[src/rtl/core/bcev_pkg.sv]
// Shared constants and types for the breakpoint curve evaluator.
package bcev_pkg;

    localparam int MAX_POINTS = 64;
    localparam int PT_AW      = $clog2(MAX_POINTS);
    localparam int CNT_W      = PT_AW + 1;
    localparam int POS_W      = 32;
    localparam int LVL_W      = 32;
    localparam int BEND_W     = 16;
    localparam int FRAC_W     = 16;
    localparam int QUEUE_DEPTH = 2;

    localparam logic       FUNC_WRITE = 1'b0;
    localparam logic       FUNC_EVAL  = 1'b1;
    localparam logic [14:0] BEND_ONE  = 15'd16384;

    typedef struct packed {
        logic                     is_eval;
        logic [PT_AW-1:0]         slot;
        logic [POS_W-1:0]         position;
        logic signed [LVL_W-1:0]  point_level;
        logic signed [BEND_W-1:0] bend;
        logic                     hold_flag;
    } t_item;

endpackage

[src/rtl/core/bcev_front.sv]
// Front end: takes commands, tags them as write or evaluate, and queues them.
module bcev_front
    import bcev_pkg::*;
(
    input  logic                     i_clk,
    input  logic                     i_rst_n,
    input  logic                     start,
    output logic                     busy,
    input  logic                     i_func,
    input  logic [PT_AW-1:0]         i_slot,
    input  logic [POS_W-1:0]         i_position,
    input  logic signed [LVL_W-1:0]  i_point_level,
    input  logic signed [BEND_W-1:0] i_bend,
    input  logic                     i_hold_flag,
    output logic                     o_item_valid,
    output t_item                    o_item,
    input  logic                     i_pop
);

    t_item r_q [QUEUE_DEPTH];
    logic  r_wp, r_rp;
    logic [1:0] r_cnt;
    logic  push;
    t_item item;

    // Classify the incoming beat
    always_comb begin
        item.is_eval     = (i_func == FUNC_EVAL);
        item.slot        = i_slot;
        item.position    = i_position;
        item.point_level = i_point_level;
        item.bend        = i_bend;
        item.hold_flag   = i_hold_flag;
    end

    assign busy         = (r_cnt == 2'(QUEUE_DEPTH));
    assign push         = start && !busy;
    assign o_item_valid = (r_cnt != 2'd0);
    assign o_item       = r_q[r_rp];

    // Store payload
    always_ff @(posedge i_clk) begin
        if (push) begin
            r_q[r_wp] <= item;
        end
    end

    // Advance pointers and fill count
    always_ff @(posedge i_clk) begin
        if (!i_rst_n) begin
            r_wp  <= 1'b0;
            r_rp  <= 1'b0;
            r_cnt <= 2'd0;
        end else begin
            if (push) begin
                r_wp <= ~r_wp;
            end
            if (i_pop) begin
                r_rp <= ~r_rp;
            end
            r_cnt <= r_cnt + 2'(push) - 2'(i_pop);
        end
    end

endmodule

[config.mk]
export PLATFORM = sky130hd
export DESIGN_NAME = bcev_front
export DESIGN_NICKNAME = d
export VERILOG_FILES = /design/src/rtl/core/bcev_pkg.sv /design/src/rtl/core/bcev_front.sv
export SDC_FILE = /design/constraint.sdc
export NUM_CORES = 1
export LEC_CHECK = 0
export BUFFER_PORTS_ARGS = -buffer_cell sky130_fd_sc_hd__buf_2
export CORE_ASPECT_RATIO = 1.1
export CORE_MARGIN = 2
export CORE_UTILIZATION = 54
export CTS_BUF_LIST = sky130_fd_sc_hd__clkbuf_8
export DETAILED_ROUTE_END_ITERATION = 12
export GPL_ROUTABILITY_DRIVEN = 0
export HOLD_SLACK_MARGIN = 0.12
export PLACE_DENSITY = 0.87
export SYNTH_ARGS = -nofsm -noshare
export SYNTH_HDL_FRONTEND = slang
export SYNTH_SLANG_ARGS = --single-unit
[constraint.sdc]
create_clock -name i_clk -period 6.3 [get_ports i_clk]
set_clock_uncertainty 0.05 [all_clocks]
set_input_delay 0.315 -clock i_clk [delete_from_list [all_inputs] [get_ports i_clk]]
set_output_delay 0.315 -clock i_clk [all_outputs]
set_load 0.005 [all_outputs]
Yosys cells after proc, flatten, opt, wreduce, memory -nomap -nowiden. Memory sizes are Yosys's and may differ from the RTL's. A register that Yosys moved wholly into a read port is not among the register bits. Index checks and enable logic that the tools add are counted.

$add $sub $neg: 2. Equality and inequality tests: 1. Muxes and demuxes: 4. Bitwise logic cells: 2. Reductions and logical operators: 3.

Operators with widths (count): 2-to-1 mux 1 bit (4); adder 2 x 1 -> 2 bit (1); equality test 2 bit, second input constant (1); NOT 1 bit (2); nonzero test 2 bit (1); subtractor 2 x 1 -> 2 bit (1); logical AND 1 bit (1); logical NOT 1 bit (1).

Bits in registers: 4. Memory bits (writable): 176. Output and inout bits: 90. Logic and storage cells: 16. Memories: 1.

Memory list: r_q (words 2, width 88, rd ports 1, clocked after memory_dff 1, wr ports 1, line bcev_front.sv:20) `t_item r_q [QUEUE_DEPTH];`.

Depth between registers and ports, before layout. Gate-level depths: netlist of the first run.

Depth after elaboration: 5. Gate-level depth with buffers: 8. Depth with buffers taken out: 8.

Worst setup path after synthesis of the first run. Ideal clock, no wire load.

Path type: register -> register. Start point: register r_cnt[0]. End point: memory r_q[0][0] (netlist name) (enable). Library setup time: 0.535 ns. Arrival time: 4.223 ns. Required time: 5.715 ns. Path slack: 1.492 ns. Cell stages (with the launch flop): 4. Clock period less this slack: 4.808 ns. Cell sequence: dfxtp_1 > nand2b_1 > nand2_1 > nor2_1.

Longest elaborated chain between the ends: 5.

Ends and longest elaborated chain: from (decl) (line bcev_front.sv:22) `logic [1:0] r_cnt;`; from (signal assigned) (line bcev_front.sv:61) `r_cnt <= r_cnt + 2'(push) - 2'(i_pop);`; equality test 2 bit (line bcev_front.sv:36) `assign busy = (r_cnt == 2'(QUEUE_DEPTH));`; logical NOT 1 bit (line bcev_front.sv:37) `assign push = start && !busy;`; logical AND 1 bit (line bcev_front.sv:37); 2-to-1 mux 1 bit (line bcev_front.sv:43) `if (push) begin`; 2-to-1 mux 1 bit (not written as such) (line bcev_front.sv:44) `r_q[r_wp] <= item;`; to (decl) (line bcev_front.sv:20).

No other way between the ends.

==> results of run 1 <==
-- registers in the layout, indices dropped and copies added (netlist names), named ones only --
name   flops
r_wp       1
r_cnt      2
r_q      176
r_rp       1
-- path summary, 6_finish.rpt --
kind | slack (ns) | cells after the start | startpoint | to
setup / recovery | 3.49 | 3 | flip-flop | o_item[66]
hold / removal | 0.29 | 3 | start | r_wp
setup reg to reg | 3.51 | 4 | r_cnt[0] | r_q[0][77]
hold reg to reg | 0.51 | 2 | r_rp | flip-flop
-- power groups by stage --
stage                     clock network, uW  registers (uW)  logic (uW)
final                                   740            1580         496
after global routing                    807            1600         539
after CTS                               757            1580         496
after detailed placement                  0            1610         449
after global placement                    0            1600         434
after floorplan                           0            1600         264
-- cells by family after synthesis --
kind of cell	after synthesis	share of synthesized area, %
adders and majority gates	2	0.3761
muxes	89	16.17
xor gates and xnor gates	3	0.3950
DFF	181	80.95
buffers and inverters	13	1.298
and+or+nand+nor	11	0.8089
-- worst min-delay path, stage by stage --
cell	delay (ns)
buf_2	0.10
nand2_1	0.14
mux2i_1	0.17
-- placed cells by master (no fill, tap or decap) --
cell type / n
buf_2: 181
xnor2_1: 2
edfxtp_1: 176
mux2_2: 68
inv_6: 3
nor2_4: 1
dfxtp_4: 1
clkinvlp_4: 1
nand2_1: 2
clkinv_1: 3
mux2i_1: 1
mux2_4: 20
and2_1: 1
xor2_1: 1
bufinv_16: 2
dlygate4sd3_1: 90
buf_4: 3
nor2_1: 3
nand2b_1: 2
clkbuf_8: 17
ha_1: 2
clkinv_2: 2
clkinv_4: 2
or2_2: 1
dfxtp_1: 4
inv_1: 4
and3_4: 1
-- layer usage --
layer | up-vias | global-route usage (%) | wire length (um)
li1 | 1741 | - | -
met1 | 1787 | 22.55 | 4855
met2 | 154 | 34.85 | 7026
met3 | 14 | 5.121 | 787
met4 | 0 | 8.544 | 190
met5 | - | 0 | 0
-- synthesized netlist by cell type --
cell,count
mux2_2,68
nand2b_1,2
nand2_1,2
and3_1,1
and2_1,1
mux2i_1,1
buf_2,6
or2_2,1
xor2_1,1
mux2_4,20
xnor2_1,2
dfxtp_1,5
inv_1,3
ha_1,2
nor2_1,4
buf_6,4
edfxtp_1,176
-- cell type report --
type,instances,area (um^2)
clock buffers,17,234.0
repair buffers,274,1829
flip-flops and latches,181,5389
fillers,682,3048
well taps,154,192.7
multi-input cells,105,1194
clock inverters,14,136.4
inverters,3,11.26
-- per-stage QoR --
stage / total power [uW] / hold slack [ns]
2_1_floorplan: 1864 / 0.3639
3_3_place_gp: 2030 / 0.4436
3_5_place_dp: 2058 / 0.4574
4_1_cts: 2835 / 0.2194
5_1_grt: 2945 / 0.2747
6_report: 2820 / 0.2910
==> results.cfg, run 1 <==
[status]
status = completed

[clocking]
insertion_delay_ns = 0.44
cts-root-buf = clkbuf_8
cts_resized = 0
ctsLongestPathBuffers = 2
numCtsBuffers = 17
postCtsSetupRepairBufs = 0
htree_levels = 4
path_clk_slew_ns = 0.09
cts_hold_buf = 90
cts_tree = yes
clkSinkCount = 181

[finish]
fin_util_pct = 74.67
diodes = 0
syn_to_final_growth_pct = 35.08
stdcell_area_mm2 = 0.008986
instances_no_fill = 748
final_nets = 676
drive_gt1_share_pct = 51.01

[logic_synthesis]
synth-seq-area-share_pct = 80.95
yosysTopAreaCellShare_pct = 79.44
synth_cell_type_count = 17
avgSynthCellArea_um2 = 22.25
synth_nets = 393
syn_inst = 299
ys_ff_latch = 181
yosys.area.top_type = edfxtp_1
synth_area_mm2 = 0.006653
yosys-top-cells-area = edfxtp_1 (79%), mux2_2 (12%), mux2_4 (4.5%)
ys_warn_count = 0

[worst_setup_path]
crit_fanout = 46
start_kind = flip-flop
worstSetupEndpointType = output port
crit_buf_inv = 2
cp_slowest_cell = dfxtp_4
worstPathCellList = buf_4 > mux2_2 > buf_2
criticalPathCategory = reg2out
cp.arrival_ns = 2.44
path_delay_family = flip-flops
slowest_delay_ns = 0.77
required_ns = 5.93

[grt]
grt_max_degree = 89
grt_pass1_wl_um = 19090
grt_pass1_vias = 3996
antenna_found_initial = 0
gr-total-overflow = 0
gr-usage-all-layers_pct = 19.83

[floorplan]
die_area_mm2 = 0.01322
start_util_pct = 55.28
pin_count = 182
fp.dieW_um = 109.8
row_count = 42
die_h_um = 120.4
fp.coreArea_mm2 = 0.01203

[pwr]
switching_power_uw = 687.2
peakVddDrop_mv = 0.2234
seqPwrFrac_pct = 56.2
clkPwrFrac_pct = 26.2
pwr-share-comb_pct = 17.6
intPower_uw = 2132
powerDensity_mw_per_mm2 = 313.8
swShare_pct = 24.37
leakagePower_uw = 0.003464

[drt]
drt.antenna.violating_nets = 0
firstDrtPassIters = 4
drcViolationCount = 0
vias_per_cell = 4.941
post_drt_wl_per_cell_um = 17.19
wirelength_um = 12860
drtIter0Drc = 174
vias = 3696

[min_path]
worstHoldPathType = in2reg

[run]
max_cap_viol_count = 0

[timing]
setup_slack_ns = 3.491
finalCritPeriodShare_pct = 44.58
setup_tns_ns = 0
timing.slew.headroom_pct = 23.28
timing.fmax_ghz = 0.3560
rsz0062_at_grt = no
hold_violations = 0
period_minus_slack_ns = 2.809
worst_slew_pin_slew_ns = 1.151
slew_viol_final = 0
setup_viol = 0

[placement]
hpwl_um = 7250
dp_slack_ns = 3.572
port_buffers = 181
dpl_cell_area_mm2 = 0.007715
placed_cells = 627
Power figures use the tool's default switching activity.
==> inputs of run 2 (changes only) <==
- clock period: 6.3 -> 2.69 ns (I/O delays scaled with it)
==> run 2 against run 1 <==
Compared with the run above: combinational power grew 150%; non-clock buffer count grew 3; sequential power grew 130%; clock power grew 120%; core utilization grew 0.34 points; die area is the same; cell count grew 0.53%; global-route usage grew 0.70 points; sequential share of layout area shrank 0.27 points; design area grew 0.46%; worst setup slack lost 2.8 ns; register-to-register slack lost 2.7 ns; critical path type unchanged; largest power group unchanged.
==> results.cfg, run 2 (same netlist as run 1, synthesis figures left out) <==
[grt]
grt_pass1_vias = 4162
grt.busiest_layer = met2
global_route.usage.met2_pct = 38.23
grt_pass1_wl_um = 19770
grt_util_met3_pct = 7.385
use_met1_pct = 20.70
antenna_found_initial = 0
gr-usage-all-layers_pct = 20.53
grt_max_degree = 89
gr-total-overflow = 0

[clocking]
cts_tree = yes
insertion_delay_ns = 0.44
cts_resized = 0
cts_hold_buf = 91
cts-root-buf = clkbuf_8
numCtsBuffers = 17
ctsLongestPathBuffers = 2
path_clk_slew_ns = 0.09
htree_levels = 4
clkSinkCount = 181
postCtsSetupRepairBufs = 0

[timing]
hold_violations = 0
finalCritPeriodShare_pct = 75.04
timing.slew.headroom_pct = 52.39
timing.fmax_ghz = 0.4954
worst_slew_pin_slew_ns = 0.7141
period_minus_slack_ns = 2.019
slew_viol_final = 0
setup_tns_ns = 0
rsz0062_at_grt = no
setup_viol = 0

[worst_setup_path]
r2r_start = r_cnt[0]
r2r-end = r_q[0][51]
required_ns = 2.51
slowest_delay_ns = 0.41
crit_fanout = 88
cp_slowest_cell = mux2_2
cp.arrival_ns = 1.83
r2r_cells = 4
worstSetupEndpointType = output port
r2r_slack_ns = 0.80
criticalPathCategory = reg2out
start_kind = flip-flop
worstPathCellList = buf_12 > mux2_2 > buf_2

[placement]
placed_cells = 629
hpwl_um = 7888
port_buffers = 181

[floorplan]
pin_count = 182
row_count = 42
start_util_pct = 55.28
fp.coreArea_mm2 = 0.01203
fp.dieW_um = 109.8
die_area_mm2 = 0.01322
die_h_um = 120.4

[drt]
vias = 3778
drt.antenna.violating_nets = 0
drtIter0Drc = 150
drcViolationCount = 0
vias_per_cell = 5.024
firstDrtPassIters = 5
post_drt_wl_per_cell_um = 17.90
wirelength_um = 13460

[min_path]
holdPathStages = 2
worstHoldPathType = in2reg
worst_hold_startpoint = i_position[29]
hold_path_end = r_q[1][78]

[pwr]
swShare_pct = 25.20
powerDensity_mw_per_mm2 = 724.4
seqPwrFrac_pct = 56.3
switching_power_uw = 1648
intPower_uw = 4891
peakVddDrop_mv = 0.5386
pwr-share-comb_pct = 18.6
clkPwrFrac_pct = 25.1
leakagePower_uw = 0.003484

[finish]
top_regs = r_q x176, r_cnt x2
fin_util_pct = 75.02
regMostFlops = r_q
syn_to_final_growth_pct = 35.70
final_common_cell = buf_2
drive_gt1_share_pct = 51.67
final_nets = 679
final_cell_mix = buf_2 (181), edfxtp_1 (176), dlygate4sd3_1 (91)
largest_reg_flops = 176
instances_no_fill = 752
diodes = 0

[run]
max_cap_viol_count = 0

[status]
status = completed
run 2: cell types whose count changed in the layout (fill, tap and decap cells not counted):
cell,delta
clkinv_4,+3
dlygate4sd3_1,+1
bufinv_16,-2
clkinv_1,-3
inv_6,+1
clkbuf_8,+2
buf_12,+2
run 2: how the worst max path moves through the flow:
stage / startpoint / to / slack, ns / depth (start not counted)
2_1_floorplan: r_cnt[0] / r_q[0][0] / 0.33 / 3
3_3_place_gp: r_cnt[0] / r_q[0][75] / 0.97 / 4
3_5_place_dp: r_cnt[0] / r_q[0][75] / 0.87 / 4
4_1_cts: flip-flop / o_item[35] / 0.70 / 3
5_1_grt: flip-flop / o_item[35] / 0.60 / 3
6_report: flip-flop / o_item[20] / 0.67 / 3
run 2: per-layer routing:
metal  vias to the layer above  wire length [um]  share of wire, %
li1                       1747                 -                 -
met1                      1841              4714                35
met2                       165              7445                55
met3                        25              1048               7.8
met4                         0               251               1.9
met5                         -                 0                 0
run 2: through the flow:
stage | setup WS, ns | hold WS (ns) | instance area, um^2 | power [uW]
2_1_floorplan | 0.3327 | 0.1834 | 6661 | 4333
3_5_place_dp | 0.8679 | 0.2767 | 7755 | 4841
4_1_cts | 0.6953 | 0.3332 | 9027 | 6561
3_3_place_gp | 0.9745 | 0.2724 | 7755 | 4776
5_1_grt | 0.5982 | 0.3419 | 9027 | 6813
6_report | 0.6715 | 0.3628 | 9027 | 6540
run 2: power by group through the flow:
stage	registers [uW]	logic, uW	clock network (uW)
floorplan	3710	624	0
global placement	3700	1070	0
detailed placement	3740	1100	0
CTS	3680	1210	1670
global route	3710	1320	1780
finish	3680	1220	1640
run 2: final cells by class:
class	instances	area [um^2]
clock buffers	19	261.5
clock inverters	13	100.1
fillers	683	3007
inverters	3	11.26
multi-input cells	105	1194
flip-flops and latches	181	5389
well taps	154	192.7
repair buffers	277	1879
run 2: critical path: cells and delay by family (launching register included):
kind     cells  cell delay, ns
mux          1            0.41
flops        1            0.36
buf+inv      2            0.51
==> inputs of run 3 (changes only) <==
- clock period: 2.69 -> 2.1 ns (I/O delays scaled with it)
==> run 3 against run 2 <==
Compared with the run above: worst setup slack got worse by 0.48 ns; global-route usage rose by 0.28 points; critical path depth did not move; total power rose by 30%; clock power rose by 32%; first-iteration DRC count rose by 13%; critical endpoint is now o_item[65]; core utilization rose by 0.54 points; combinational power rose by 34%; sequential share of layout area fell by 0.41 points.
==> results.cfg, run 3 (same netlist as run 1, synthesis figures left out) <==
[clocking]
htree_levels = 4
cts_resized = 0
path_clk_slew_ns = 0.09
cts-root-buf = clkbuf_8
ctsLongestPathBuffers = 2
cts_tree = yes
insertion_delay_ns = 0.43
numCtsBuffers = 17
clkSinkCount = 181

[pwr]
leakagePower_uw = 0.003508
switching_power_uw = 2148
seqPwrFrac_pct = 55.3
intPower_uw = 6366
clkPwrFrac_pct = 25.5
powerDensity_mw_per_mm2 = 936.5
peakVddDrop_mv = 0.5192
pwr-share-comb_pct = 19.1
swShare_pct = 25.23
p_total_uw = 8515

[floorplan]
row_count = 42
fp.dieW_um = 109.8
start_util_pct = 55.28
die_area_mm2 = 0.01322
fp.coreArea_mm2 = 0.01203
pin_count = 182
die_h_um = 120.4

[grt]
grt_max_degree = 54
gr-total-overflow = 0
antenna_found_initial = 0
gr-usage-all-layers_pct = 20.80
grt_pass1_wl_um = 20310
grt_pass1_vias = 4192

[finish]
largest_reg_flops = 176
syn_to_final_growth_pct = 36.67
final_cell_mix = buf_2 (181), edfxtp_1 (176), dlygate4sd3_1 (91)
top_regs = r_q x176, r_cnt x2
diodes = 0
final_common_cell = buf_2
drive_gt1_share_pct = 52.17
regMostFlops = r_q
final_nets = 680

[timing]
slew_viol_final = 0
timing.fmax_ghz = 0.5247
worst_slew_pin_slew_ns = 0.4627
period_minus_slack_ns = 1.906
rsz0062_at_grt = no
setup_viol = 0
hold_slack_ns = 0.3333
setup_slack_ns = 0.1943
hold_violations = 0
timing.slew.headroom_pct = 69.15
finalCritPeriodShare_pct = 90.75

[status]
status = completed

[drt]
vias = 3801
vias_per_cell = 5.055
drtIter0Drc = 169
wirelength_um = 13180
drt.antenna.violating_nets = 0
post_drt_wl_per_cell_um = 17.52
firstDrtPassIters = 4
drcViolationCount = 0

[worst_setup_path]
cp.arrival_ns = 1.75
criticalPathCategory = reg2out
required_ns = 1.95
start_kind = flip-flop
crit_fanout = 35
worstSetupEndpointType = output port

[placement]
hpwl_um = 7594
dp_slack_ns = 0.4652
port_buffers = 181

[min_path]
worstHoldPathType = in2reg

[run]
max_cap_viol_count = 0
[run 3: per-layer routing]
metal,global-route usage (%),up-vias,wire length (um)
met5,0,-,0
met3,5.930,26,784
met4,8.782,0,273
li1,-,1752,-
met2,36.96,148,7165
met1,22.93,1875,4952
[run 3: per-stage QoR]
step | instances | area (um^2) | util [%] | setup TNS, ns
CTS | 752 | 9092 | 75.56 | 0
finish | 752 | 9092 | 75.56 | 0
detailed placement | 630 | 7816 | 64.95 | 0
global route | 752 | 9092 | 75.56 | 0
floorplan | 299 | 6678 | - | -15.96
global placement | 630 | 7816 | 64.95 | 0
[run 3: area by class of cell]
| type | count | area (um^2) |
|---|---|---|
| clock buffer | 17 | 234.0 |
| clock inverter | 14 | 131.4 |
| fill | 693 | 2942 |
| inverter | 3 | 11.26 |
| multi-input combinational | 105 | 1209 |
| sequential | 181 | 5390 |
| tap | 154 | 192.7 |
| timing repair buffer | 278 | 1924 |
[run 3: worst max-delay path: stages (launching register included)]
cell	delay, ns
dfxtp_4	0.36
buf_4	0.40
mux2_2	0.41
buf_2	0.14
[run 3: worst paths after layout]
check | from | depth (start not counted) | endpoint | slack [ns]
worst max-delay path | flip-flop | 3 | o_item[65] | 0.19
worst min-delay path | i_point_level[20] | 2 | r_q[1][37] | 0.33
worst max register to register | r_cnt[0] | 8 | r_cnt[1] | 0.36
worst min register to register | r_rp | 2 | flip-flop | 0.47
[run 3: what timing repair did]
| item | 4_1_cts | 5_1_grt |
|---|---|---|
| endpoints found under the hold margin | 181 | 0 |
| hold buffers | 91 | 0 |
| setup buffers | 0 | 0 |
[run 3: power by group through the flow]
stage                     Sequential (uW)  Combinational, uW  Clock (uW)
after global placement               4750               1440           0
after CTS                            4700               1620        2230
after global routing                 4750               1770        2380
after detailed placement             4790               1480           0
after floorplan                      4760                814           0
final                                4710               1630        2170
